<file path="src/rtl/core/dop_pkg.sv">
// Shared types and constants for the DHCP options parser.
package dop_pkg;

  localparam int unsigned AREA_BYTES = 312;
  localparam int unsigned LEFT_W = 10;
  localparam logic [LEFT_W-1:0] AREA_INIT = LEFT_W'(AREA_BYTES);

  localparam logic [7:0] TAG_PAD = 8'd0;
  localparam logic [7:0] TAG_END = 8'd255;

  localparam logic [7:0] COOKIE [4] = '{8'd99, 8'd130, 8'd83, 8'd99};

  typedef enum logic [2:0] {
    PH_COOKIE    = 3'd0,
    PH_TAG       = 3'd1,
    PH_LENGTH    = 3'd2,
    PH_VALUE     = 3'd3,
    PH_AFTER_END = 3'd4,
    PH_ERROR     = 3'd5
  } phase_t;

  typedef enum logic [2:0] {
    KIND_COOKIE = 3'd0,
    KIND_PAD    = 3'd1,
    KIND_TAG    = 3'd2,
    KIND_LENGTH = 3'd3,
    KIND_VALUE  = 3'd4,
    KIND_END    = 3'd5,
    KIND_TRAIL  = 3'd6,
    KIND_ERROR  = 3'd7
  } kind_t;

  typedef enum logic [1:0] {
    ERR_NONE       = 2'd0,
    ERR_COOKIE     = 2'd1,
    ERR_LENGTH     = 2'd2,
    ERR_NO_END     = 2'd3
  } err_t;

  // classified item passed from front to back
  typedef struct packed {
    logic [7:0] data_byte;
    logic       msg_start;
    logic       is_pad;
    logic       is_end;
    logic [3:0] cookie_hit;
  } class_t;

endpackage

</file>
<file path="src/rtl/core/dop_in_if.sv">
// Input channel: one options byte per item.
interface dop_in_if;
  logic       valid;
  logic       ready;
  logic [7:0] data_byte;
  logic       msg_start;

  modport source (output valid, data_byte, msg_start, input ready);
  modport sink (input valid, data_byte, msg_start, output ready);
endinterface

</file>
<file path="src/rtl/core/dop_out_if.sv">
// Output channel: one classified byte per item.
interface dop_out_if;
  logic       valid;
  logic       ready;
  logic [2:0] byte_kind;
  logic [7:0] option_tag;
  logic [7:0] option_length;
  logic [7:0] value_index;
  logic [7:0] byte_out;
  logic       option_last;
  logic [1:0] error_code;

  modport source (output valid, byte_kind, option_tag, option_length, value_index,
                  byte_out, option_last, error_code, input ready);
  modport sink (input valid, byte_kind, option_tag, option_length, value_index,
                byte_out, option_last, error_code, output ready);
endinterface

</file>
<file path="src/rtl/core/dop_front.sv">
// Front end: stateless classification of each incoming byte.
module dop_front (
  input  logic [7:0]      data_byte,
  input  logic            msg_start,
  output dop_pkg::class_t item
);

  always_comb begin
    item.data_byte = data_byte;
    item.msg_start = msg_start;
    item.is_pad    = (data_byte == dop_pkg::TAG_PAD);
    item.is_end    = (data_byte == dop_pkg::TAG_END);
    for (int i = 0; i < 4; i++) begin
      item.cookie_hit[i] = (data_byte == dop_pkg::COOKIE[i]);
    end
  end

endmodule

</file>
<file path="src/rtl/core/dop_queue.sv">
// Two-entry queue between classifier and parser.
module dop_queue (
  input  logic            clk,
  input  logic            rst,
  input  logic            push,
  input  dop_pkg::class_t push_item,
  output logic            not_full,
  input  logic            pop,
  output dop_pkg::class_t head,
  output logic            not_empty
);

  dop_pkg::class_t slots [2];
  logic            wr_ptr;
  logic            rd_ptr;
  logic [1:0]      count;

  assign not_full  = (count != 2'd2);
  assign not_empty = (count != 2'd0);
  assign head      = slots[rd_ptr];

  always_ff @(posedge clk) begin
    if (push) begin
      slots[wr_ptr] <= push_item;
    end
  end

  always_ff @(posedge clk) begin
    if (rst) begin
      wr_ptr <= 1'b0;
      rd_ptr <= 1'b0;
      count  <= 2'd0;
    end else begin
      if (push) wr_ptr <= ~wr_ptr;
      if (pop) rd_ptr <= ~rd_ptr;
      case ({push, pop})
        2'b10:   count <= count + 2'd1;
        2'b01:   count <= count - 2'd1;
        default: count <= count;
      endcase
    end
  end

endmodule

</file>
<file path="src/rtl/core/dop_back.sv">
// Back end: parser state and registered result.
module dop_back (
  input  logic               clk,
  input  logic               rst,
  input  dop_pkg::class_t    head,
  input  logic               head_valid,
  output logic               pop,
  dop_out_if.source          dst
);

  dop_pkg::phase_t           phase, phase_next, cur_phase;
  logic [1:0]                cookie_pos, cookie_pos_next, cur_pos;
  logic                      cookie_mis, cookie_mis_next, cur_mis;
  logic [dop_pkg::LEFT_W-1:0] bytes_left, bytes_left_next, cur_left, rem;
  logic [7:0]                held_tag, held_tag_next, cur_tag;
  logic [7:0]                held_length, held_length_next, cur_len;
  logic [7:0]                value_count, value_count_next, cur_vc;
  dop_pkg::err_t             sticky, sticky_next, cur_sticky;

  logic                      had_byte;
  logic                      rem_zero;
  logic                      len_too_long;
  logic [8:0]                vc_inc;
  logic                      val_done;
  logic [7:0]                b;

  dop_pkg::kind_t            kind;
  logic [7:0]                otag, olen, vidx;
  logic                      last;

  logic                      out_valid;
  logic [2:0]                out_kind;
  logic [7:0]                out_tag, out_len, out_vidx, out_byte;
  logic                      out_last;
  logic [1:0]                out_err;

  assign pop = head_valid && (!out_valid || dst.ready);
  assign b   = head.data_byte;

  // msg_start restarts the parser before the byte is parsed
  always_comb begin
    if (head.msg_start) begin
      cur_phase  = dop_pkg::PH_COOKIE;
      cur_pos    = 2'd0;
      cur_mis    = 1'b0;
      cur_left   = dop_pkg::AREA_INIT;
      cur_tag    = 8'd0;
      cur_len    = 8'd0;
      cur_vc     = 8'd0;
      cur_sticky = dop_pkg::ERR_NONE;
    end else begin
      cur_phase  = phase;
      cur_pos    = cookie_pos;
      cur_mis    = cookie_mis;
      cur_left   = bytes_left;
      cur_tag    = held_tag;
      cur_len    = held_length;
      cur_vc     = value_count;
      cur_sticky = sticky;
    end
  end

  assign had_byte     = (cur_left != '0);
  assign rem          = had_byte ? (cur_left - dop_pkg::LEFT_W'(1)) : '0;
  assign rem_zero     = (rem == '0);
  assign len_too_long = ({{(dop_pkg::LEFT_W-8){1'b0}}, b} > rem);
  assign vc_inc       = {1'b0, cur_vc} + 9'd1;
  assign val_done     = (vc_inc >= {1'b0, cur_len});

  // next state
  always_comb begin
    phase_next       = cur_phase;
    cookie_pos_next  = cur_pos;
    cookie_mis_next  = cur_mis;
    bytes_left_next  = had_byte ? rem : cur_left;
    held_tag_next    = cur_tag;
    held_length_next = cur_len;
    value_count_next = cur_vc;
    sticky_next      = cur_sticky;
    if (cur_phase == dop_pkg::PH_ERROR || cur_phase == dop_pkg::PH_AFTER_END) begin
      phase_next = cur_phase;
    end else if (!had_byte) begin
      phase_next  = dop_pkg::PH_ERROR;
      sticky_next = dop_pkg::ERR_NO_END;
    end else begin
      case (cur_phase)
        dop_pkg::PH_COOKIE: begin
          cookie_mis_next = cur_mis | ~head.cookie_hit[cur_pos];
          if (cur_pos == 2'd3) begin
            cookie_pos_next = 2'd0;
            if (cookie_mis_next) begin
              phase_next  = dop_pkg::PH_ERROR;
              sticky_next = dop_pkg::ERR_COOKIE;
            end else begin
              phase_next = dop_pkg::PH_TAG;
            end
          end else begin
            cookie_pos_next = cur_pos + 2'd1;
          end
        end
        dop_pkg::PH_TAG: begin
          if (head.is_end) begin
            phase_next = dop_pkg::PH_AFTER_END;
          end else if (rem_zero) begin
            phase_next  = dop_pkg::PH_ERROR;
            sticky_next = dop_pkg::ERR_NO_END;
          end else if (!head.is_pad) begin
            held_tag_next    = b;
            held_length_next = 8'd0;
            value_count_next = 8'd0;
            phase_next       = dop_pkg::PH_LENGTH;
          end
        end
        dop_pkg::PH_LENGTH: begin
          held_length_next = b;
          value_count_next = 8'd0;
          if (len_too_long) begin
            phase_next  = dop_pkg::PH_ERROR;
            sticky_next = dop_pkg::ERR_LENGTH;
          end else if (rem_zero) begin
            phase_next  = dop_pkg::PH_ERROR;
            sticky_next = dop_pkg::ERR_NO_END;
          end else if (b == 8'd0) begin
            phase_next = dop_pkg::PH_TAG;
          end else begin
            phase_next = dop_pkg::PH_VALUE;
          end
        end
        dop_pkg::PH_VALUE: begin
          if (rem_zero) begin
            phase_next  = dop_pkg::PH_ERROR;
            sticky_next = dop_pkg::ERR_NO_END;
          end else begin
            value_count_next = vc_inc[7:0];
            if (val_done) phase_next = dop_pkg::PH_TAG;
          end
        end
        default: begin
          phase_next  = dop_pkg::PH_ERROR;
          sticky_next = dop_pkg::ERR_NO_END;
        end
      endcase
    end
  end

  // result fields
  always_comb begin
    kind = dop_pkg::KIND_ERROR;
    otag = 8'd0;
    olen = 8'd0;
    vidx = 8'd0;
    last = 1'b0;
    if (phase_next != dop_pkg::PH_ERROR) begin
      case (cur_phase)
        dop_pkg::PH_AFTER_END: kind = dop_pkg::KIND_TRAIL;
        dop_pkg::PH_COOKIE:    kind = dop_pkg::KIND_COOKIE;
        dop_pkg::PH_TAG: begin
          otag = b;
          if (head.is_end)      kind = dop_pkg::KIND_END;
          else if (head.is_pad) kind = dop_pkg::KIND_PAD;
          else                  kind = dop_pkg::KIND_TAG;
        end
        dop_pkg::PH_LENGTH: begin
          kind = dop_pkg::KIND_LENGTH;
          otag = cur_tag;
          olen = b;
          last = (b == 8'd0);
        end
        dop_pkg::PH_VALUE: begin
          kind = dop_pkg::KIND_VALUE;
          otag = cur_tag;
          olen = cur_len;
          vidx = cur_vc;
          last = val_done;
        end
        default: kind = dop_pkg::KIND_ERROR;
      endcase
    end else begin
      otag = held_tag_next;
      olen = held_length_next;
    end
  end

  always_ff @(posedge clk) begin
    if (rst) begin
      phase       <= dop_pkg::PH_COOKIE;
      cookie_pos  <= 2'd0;
      cookie_mis  <= 1'b0;
      bytes_left  <= dop_pkg::AREA_INIT;
      held_tag    <= 8'd0;
      held_length <= 8'd0;
      value_count <= 8'd0;
      sticky      <= dop_pkg::ERR_NONE;
      out_valid   <= 1'b0;
    end else begin
      if (pop) begin
        phase       <= phase_next;
        cookie_pos  <= cookie_pos_next;
        cookie_mis  <= cookie_mis_next;
        bytes_left  <= bytes_left_next;
        held_tag    <= held_tag_next;
        held_length <= held_length_next;
        value_count <= value_count_next;
        sticky      <= sticky_next;
        out_valid   <= 1'b1;
      end else if (dst.ready) begin
        out_valid <= 1'b0;
      end
    end
  end

  always_ff @(posedge clk) begin
    if (pop) begin
      out_kind <= kind;
      out_tag  <= otag;
      out_len  <= olen;
      out_vidx <= vidx;
      out_byte <= b;
      out_last <= last;
      out_err  <= (kind == dop_pkg::KIND_ERROR) ? sticky_next : dop_pkg::ERR_NONE;
    end
  end

  assign dst.valid         = out_valid;
  assign dst.byte_kind     = out_kind;
  assign dst.option_tag    = out_tag;
  assign dst.option_length = out_len;
  assign dst.value_index   = out_vidx;
  assign dst.byte_out      = out_byte;
  assign dst.option_last   = out_last;
  assign dst.error_code    = out_err;

endmodule

</file>
<file path="src/rtl/core/dhcp_option_parser.sv">
// DHCP options area parser: classifier, two-entry queue and TLV parser.
// An accepted item goes through a queue slot and then the output register; its result
// is valid the cycle after the item leaves the queue.
// Throughput: one item per cycle while the output is not stalled; state updates on pop.
// Reset clears the queue and output register and returns the parser to the cookie phase.
module dhcp_option_parser (
  input  logic      clk,
  input  logic      rst,
  dop_in_if.sink    in_item,
  dop_out_if.source out_item
);

  dop_pkg::class_t cls;
  dop_pkg::class_t head;
  logic            not_full;
  logic            not_empty;
  logic            pop;
  logic            push;

  assign in_item.ready = not_full;
  assign push          = in_item.valid && not_full;

  dop_front u_front (
    .data_byte (in_item.data_byte),
    .msg_start (in_item.msg_start),
    .item      (cls)
  );

  dop_queue u_queue (
    .clk       (clk),
    .rst       (rst),
    .push      (push),
    .push_item (cls),
    .not_full  (not_full),
    .pop       (pop),
    .head      (head),
    .not_empty (not_empty)
  );

  dop_back u_back (
    .clk        (clk),
    .rst        (rst),
    .head       (head),
    .head_valid (not_empty),
    .pop        (pop),
    .dst        (out_item)
  );

endmodule
</file>
<file path="src/flat_wrapper.sv">
// flat-port wrapper written by rule: the top's interface ports become plain ports
module dhcp_option_parser_flat 
  (clk, rst, in_item_valid, in_item_data_byte, in_item_msg_start, in_item_ready, out_item_valid, out_item_byte_kind, out_item_option_tag, out_item_option_length, out_item_value_index, out_item_byte_out, out_item_option_last, out_item_error_code, out_item_ready);
  dop_in_if in_item_i ();
  dop_out_if out_item_i ();
  input  logic clk;
  input  logic rst;
  input wire logic [$bits(in_item_i.valid)-1:0] in_item_valid;
  input wire logic [$bits(in_item_i.data_byte)-1:0] in_item_data_byte;
  input wire logic [$bits(in_item_i.msg_start)-1:0] in_item_msg_start;
  output wire logic [$bits(in_item_i.ready)-1:0] in_item_ready;
  output wire logic [$bits(out_item_i.valid)-1:0] out_item_valid;
  output wire logic [$bits(out_item_i.byte_kind)-1:0] out_item_byte_kind;
  output wire logic [$bits(out_item_i.option_tag)-1:0] out_item_option_tag;
  output wire logic [$bits(out_item_i.option_length)-1:0] out_item_option_length;
  output wire logic [$bits(out_item_i.value_index)-1:0] out_item_value_index;
  output wire logic [$bits(out_item_i.byte_out)-1:0] out_item_byte_out;
  output wire logic [$bits(out_item_i.option_last)-1:0] out_item_option_last;
  output wire logic [$bits(out_item_i.error_code)-1:0] out_item_error_code;
  input wire logic [$bits(out_item_i.ready)-1:0] out_item_ready;
  assign in_item_i.valid = in_item_valid;
  assign in_item_i.data_byte = in_item_data_byte;
  assign in_item_i.msg_start = in_item_msg_start;
  assign in_item_ready = in_item_i.ready;
  assign out_item_valid = out_item_i.valid;
  assign out_item_byte_kind = out_item_i.byte_kind;
  assign out_item_option_tag = out_item_i.option_tag;
  assign out_item_option_length = out_item_i.option_length;
  assign out_item_value_index = out_item_i.value_index;
  assign out_item_byte_out = out_item_i.byte_out;
  assign out_item_option_last = out_item_i.option_last;
  assign out_item_error_code = out_item_i.error_code;
  assign out_item_i.ready = out_item_ready;
  dhcp_option_parser u_core (.clk(clk), .rst(rst), .in_item(in_item_i), .out_item(out_item_i));
endmodule
</file>
<file path="config.mk">
export PLATFORM = sky130hd
export DESIGN_NAME = dhcp_option_parser_flat
export DESIGN_NICKNAME = d
export VERILOG_FILES = /design/src/rtl/core/dop_pkg.sv /design/src/rtl/core/dop_in_if.sv /design/src/rtl/core/dop_out_if.sv /design/src/rtl/core/dop_front.sv /design/src/rtl/core/dop_queue.sv /design/src/rtl/core/dop_back.sv /design/src/rtl/core/dhcp_option_parser.sv /design/src/flat_wrapper.sv
export SDC_FILE = /design/constraint.sdc
export NUM_CORES = 1
export LEC_CHECK = 0
export ABC_AREA = 1
export BUFFER_PORTS_ARGS = -buffer_cell sky130_fd_sc_hd__buf_4
export CAP_MARGIN = 20
export CELL_PAD_IN_SITES_DETAIL_PLACEMENT = 0
export CELL_PAD_IN_SITES_GLOBAL_PLACEMENT = 1
export CORE_MARGIN = 2
export CORE_UTILIZATION = 25
export CTS_CLUSTER_DIAMETER = 200
export CTS_CLUSTER_SIZE = 25
export DETAILED_ROUTE_END_ITERATION = 10
export PLACE_DENSITY = 0.61
export RECOVER_POWER = 50
export SLEW_MARGIN = 15
export SYNTH_ARGS = -nofsm -noshare
export SYNTH_HDL_FRONTEND = slang
export SYNTH_SLANG_ARGS = --single-unit
</file>
<file path="constraint.sdc">
create_clock -name clk -period 8.5 [get_ports clk]
set_clock_uncertainty 0.2 [all_clocks]
set_input_delay 0.425 -clock clk [delete_from_list [all_inputs] [get_ports clk]]
set_output_delay 0.425 -clock clk [all_outputs]
set_load 0.02 [all_outputs]
</file>
==> run summary <==
Max-cap violations in this run came to 1. The share of the synthesized area in compound gates (AO/OA/AOI/OAI) is 15.45%. The critical path arrival is 4.80 ns.

The static leakage is 0.003188 uW. The latest clock arrival within the worst-skew pair is 0.42 ns. The full die area is 27330 um^2. The run finished, with violations left. The number of nets with antenna violations after detailed routing came out at 0.

The multi-input combinational cell area came out at 2954 um^2. The share of the synthesized netlist area taken by xor and xnor gates is 0.6732%. The cell that appears most often on the critical path is sky130_fd_sc_hd__nand2_1. The detailed placement HPWL is 13400 um. The first global-routing pass estimated 29060 um of wire. Each instance of the synthesized netlist takes up on average 7.866 um^2.

In the finished design, the share of the clock period the worst path needs comes to 56.85%. The global placer's final weighted congestion is 0.8512. After the flow finishes, the layout carries non-filler instances totaling 1227.

The wire length per cell after detailed routing came out at 15.12 um. The mux share of post-synthesis cell area is 0.1539%. The number of global-route vias before repair is 5256. The path with the worst hold slack has its endpoint at u_core.u_queue.slots[0][10]$_DFFE_PP_. Setup repair after global routing left no endpoint under its margin. The share of the Yosys chip area taken by registers is 45.24%. In this run the register-to-register setup slack is 3.67 ns.

For this run, the number of Yosys warnings is 0. The reg-to-reg endpoint is u_core.u_back.dst.option_length[1]$_DFFE_PP_. The count of port buffers added during placement came out at 52.

The cell depth of the worst min-delay path came out at 1. The H-tree was split into 4 levels. The power per cell area came out at 406.9 nW/um^2.

The synthesized net count came out at 862. The combined area of all synthesized cells came out at 6505 um^2. The floorplan has 59 rows. The floorplan step defined a core boundary enclosing 25840 um^2. The slowest stage of the critical path is the sky130_fd_sc_hd__dfxtp_1 cell. After synthesis, the largest family of logic cells by area is simple AND/OR/NAND/NOR gates.

The initial standard-cell utilization of the core came out at 25.18%. The clock-pin slew on the worst setup and hold paths came out at 0.06 ns. TritonCTS built the clock tree. The fill cell instance count of the final layout came out at 2852. The length in cells of the worst reg-to-reg path is 26. The required time reported for the critical path endpoint came out at 8.47 ns. The basic-gate share of the synthesized area counting and, or, nand and nor cells is 24.91%. The number of slew-limit violations in the final report came to 42. The number of placed instances, taps included, is 1194. The number of optimization iterations in the first detailed-route pass came out at 5. The setup TNS after final layout is 0 ns. The count of buffers added by post-CTS timing repair for setup came out at 0. The checks that failed: capacitance limit, slew limit. The count of pins on the block boundary came out at 53. For this run, the total global-route usage over all layers was measured as 14.06%. The achievable clock frequency came out at 206.9 MHz. The net count of the finished layout is 914. The async set-reset flop share out of synthesis is 0%.

0 antenna diodes ended up in the layout. The worst vdd rail ir drop came out at 0.1352 mV. The maximum buffer depth of the clock tree is 2.

The via count of the routed design is 5531. The critical path's largest stage delay is 0.61 ns. The critical path startpoint category is a register.

The post-cts resize count came out at 0. The number of antenna violations at the first check in global routing came to 0. The type of element capturing the critical path is a register.

The total congestion overflow after global routing came out at 0. The path class of the lowest-slack min-delay path is in2reg. The total power after layout came out at 3094 uW. The number of remaining DRC errors is 0.

Measured along the x axis, the die boundary spans 165.3 um. The post-synthesis register bit count is 114. Leaving out fill and tap cells, the most frequent cell in the layout is sky130_fd_sc_hd__nand2_1. The path type of the worst setup path is reg2reg. After detailed routing, the total wire length is 18550 um. In the final layout, flip-flops and latches occupy 2943 um^2.

Entering global routing, the biggest net connects 42 pins. The critical-path maximum fanout came out at 29. The primary flip-flop cell chosen by synthesis mapping is sky130_fd_sc_hd__edfxtp_1. The final setup violation count is 0.

The final number of hold-violating endpoints came to 0. The proportion of layout cells with a drive suffix above 1 is 9.417%. The post-route worst setup slack is 3.668 ns.

The number of clock buffers added by TritonCTS is 17. The synthesized netlist contains 43 unique library cells. The clock tree root driver cell is sky130_fd_sc_hd__clkbuf_16. The worst hold path begins at in_item_data_byte[3]. Measured along the y axis, the die boundary spans 165.3 um. Leaving out fill and tap cells, the most frequent cells in the layout are 153 x sky130_fd_sc_hd__nand2_1, 119 x sky130_fd_sc_hd__inv_1, 84 x sky130_fd_sc_hd__nor2_1. The first routing iteration left 362 violations. The vias per cell came out at 4.508. The worst max-slew margin expressed relative to the limit came out at -41.24%. The time the worst path needs with I/O delays and setup is 4.832 ns.

The number of sinks on the clock net came out at 114. The fraction of the mapped netlist area in adder cells is 4.232%. The layout-stage area growth over the synthesis result is 16.89%. The core utilization of the finished layout came out at 29.43%. In the synthesized netlist, the number of instances is 827. The number of enable-type register cells in the synthesized netlist is 66. For the pin with the worst max-slew slack, the measured transition is 2.119 ns.

At the placement stage, the worst setup path has a slack of 3.621 ns.
==> cell usage after synthesis, drive strengths merged, types with 2 or more instances <==
cell | n | area (um^2)
a211oi | 6 | 45.04
a21oi | 63 | 330.3
buf | 10 | 78.81
clkbuf | 18 | 67.56
dfxtp | 48 | 960.9
edfxtp | 66 | 1982
ha | 22 | 275.3
inv | 123 | 461.7
nand2 | 166 | 675.6
nand3 | 51 | 292.8
nand3b | 6 | 45.04
nand4 | 11 | 83.83
nor2 | 90 | 362.8
nor3 | 9 | 45.04
nor4 | 5 | 31.28
o211ai | 7 | 52.55
o21ai | 91 | 459.2
o221ai | 2 | 17.52
o22ai | 9 | 56.30
or2 | 12 | 75.07
xor2 | 5 | 43.79
==> worst max-delay path by stage <==
| stage | from | endpoint | slack, ns | cells past startpoint |
|---|---|---|---|---|
| floorplan | register | u_core.u_back.dst.option_last$_SDFFCE_PP0P_ | 5.01 | 18 |
| global placement | register | u_core.u_back.dst.option_tag[2]$_DFFE_PP_ | 3.76 | 26 |
| detailed placement | register | u_core.u_back.dst.option_tag[4]$_DFFE_PP_ | 3.62 | 26 |
| CTS | register | u_core.u_back.dst.option_tag[4]$_DFFE_PP_ | 3.61 | 26 |
| global route | register | u_core.u_back.dst.option_length[2]$_DFFE_PP_ | 3.16 | 26 |
| finish | register | u_core.u_back.dst.option_length[1]$_DFFE_PP_ | 3.67 | 26 |
==> kinds of logic (layout without fill, tap and decap cells) <==
kind of cell | Yosys count | in the layout
buffers and inverters | 151 | 216
adder cells (fa/ha/maj) | 22 | 22
multiplexers | 1 | 1
AO/OA/AOI/OAI | 183 | 183
XOR/XNOR | 5 | 5
flip-flops | 114 | 114
AND/OR/NAND/NOR | 351 | 351
==> metal layers <==
metal	share of wire, %	global-route usage, %	vias up
li1	-	-	2873
met3	4.6	2.672	15
met2	44	21.91	123
met1	50	19.72	2520
met4	1.1	4.310	0
met5	0	0	-
==> final cells by class <==
cell class | count | area share, %
inverters | 123 | 6.072
repair buffers | 61 | 3.489
flip-flops and latches | 114 | 38.70
clock inverters | 13 | 1.678
multi-input cells | 562 | 38.85
clock buffers | 19 | 5.694
well taps | 335 | 5.513
==> what timing repair did <==
item,CTS,global route
hold endpoints to repair,2,0
hold buffers,1,0
setup endpoints to repair,0,0
==> through the flow <==
step | hold slack (ns) | cell area [um^2]
after floorplan | 0.2256 | 6505
after global placement | 0.2356 | 7239
after detailed placement | 0.2445 | 7239
after CTS | 0.001531 | 7810
after global routing | 0.1079 | 7604
final | 0.09526 | 7604
==> state kept, by name, summed over array words and instances, names as in the netlist, named ones only <==
signal	flops
u_core.u_back.dst.byte_out	8
u_core.u_queue.count	2
u_core.u_back.dst.byte_kind	3
u_core.u_queue.slots	28
u_core.u_back.dst.value_index	8
u_core.u_back.dst.option_last	1
u_core.u_back.dst.option_tag	8
u_core.u_back.dst.option_length	8
u_core.u_back.phase	3
u_core.u_queue.wr_ptr	1
u_core.u_back.cookie_pos	2
u_core.u_back.value_count	8
u_core.u_back.held_tag	8
u_core.u_queue.rd_ptr	1
u_core.u_back.dst.error_code	2
u_core.u_back.held_length	8
u_core.u_back.cookie_mis	1
u_core.u_back.bytes_left	10
u_core.u_back.sticky	2
u_core.u_back.dst.valid	1
==> critical path: cells and delay by family (launching register included) <==
family,cells,cell delay (ns)
and+or+nand+nor,17,2.53
DFF,1,0.61
buffers and inverters,4,0.49
adders and majority gates,2,0.48
AOI/OAI and AO/OA,3,0.28
==> power breakdown <==
part	total, uW	switching, uW	internal [uW]	leakage (uW)
sequential	961	108	853	0.00103
combinational	1450	1050	403	0.00189
clock	684	278	406	0.000265
Note: power is estimated with default switching activity, not from simulation.
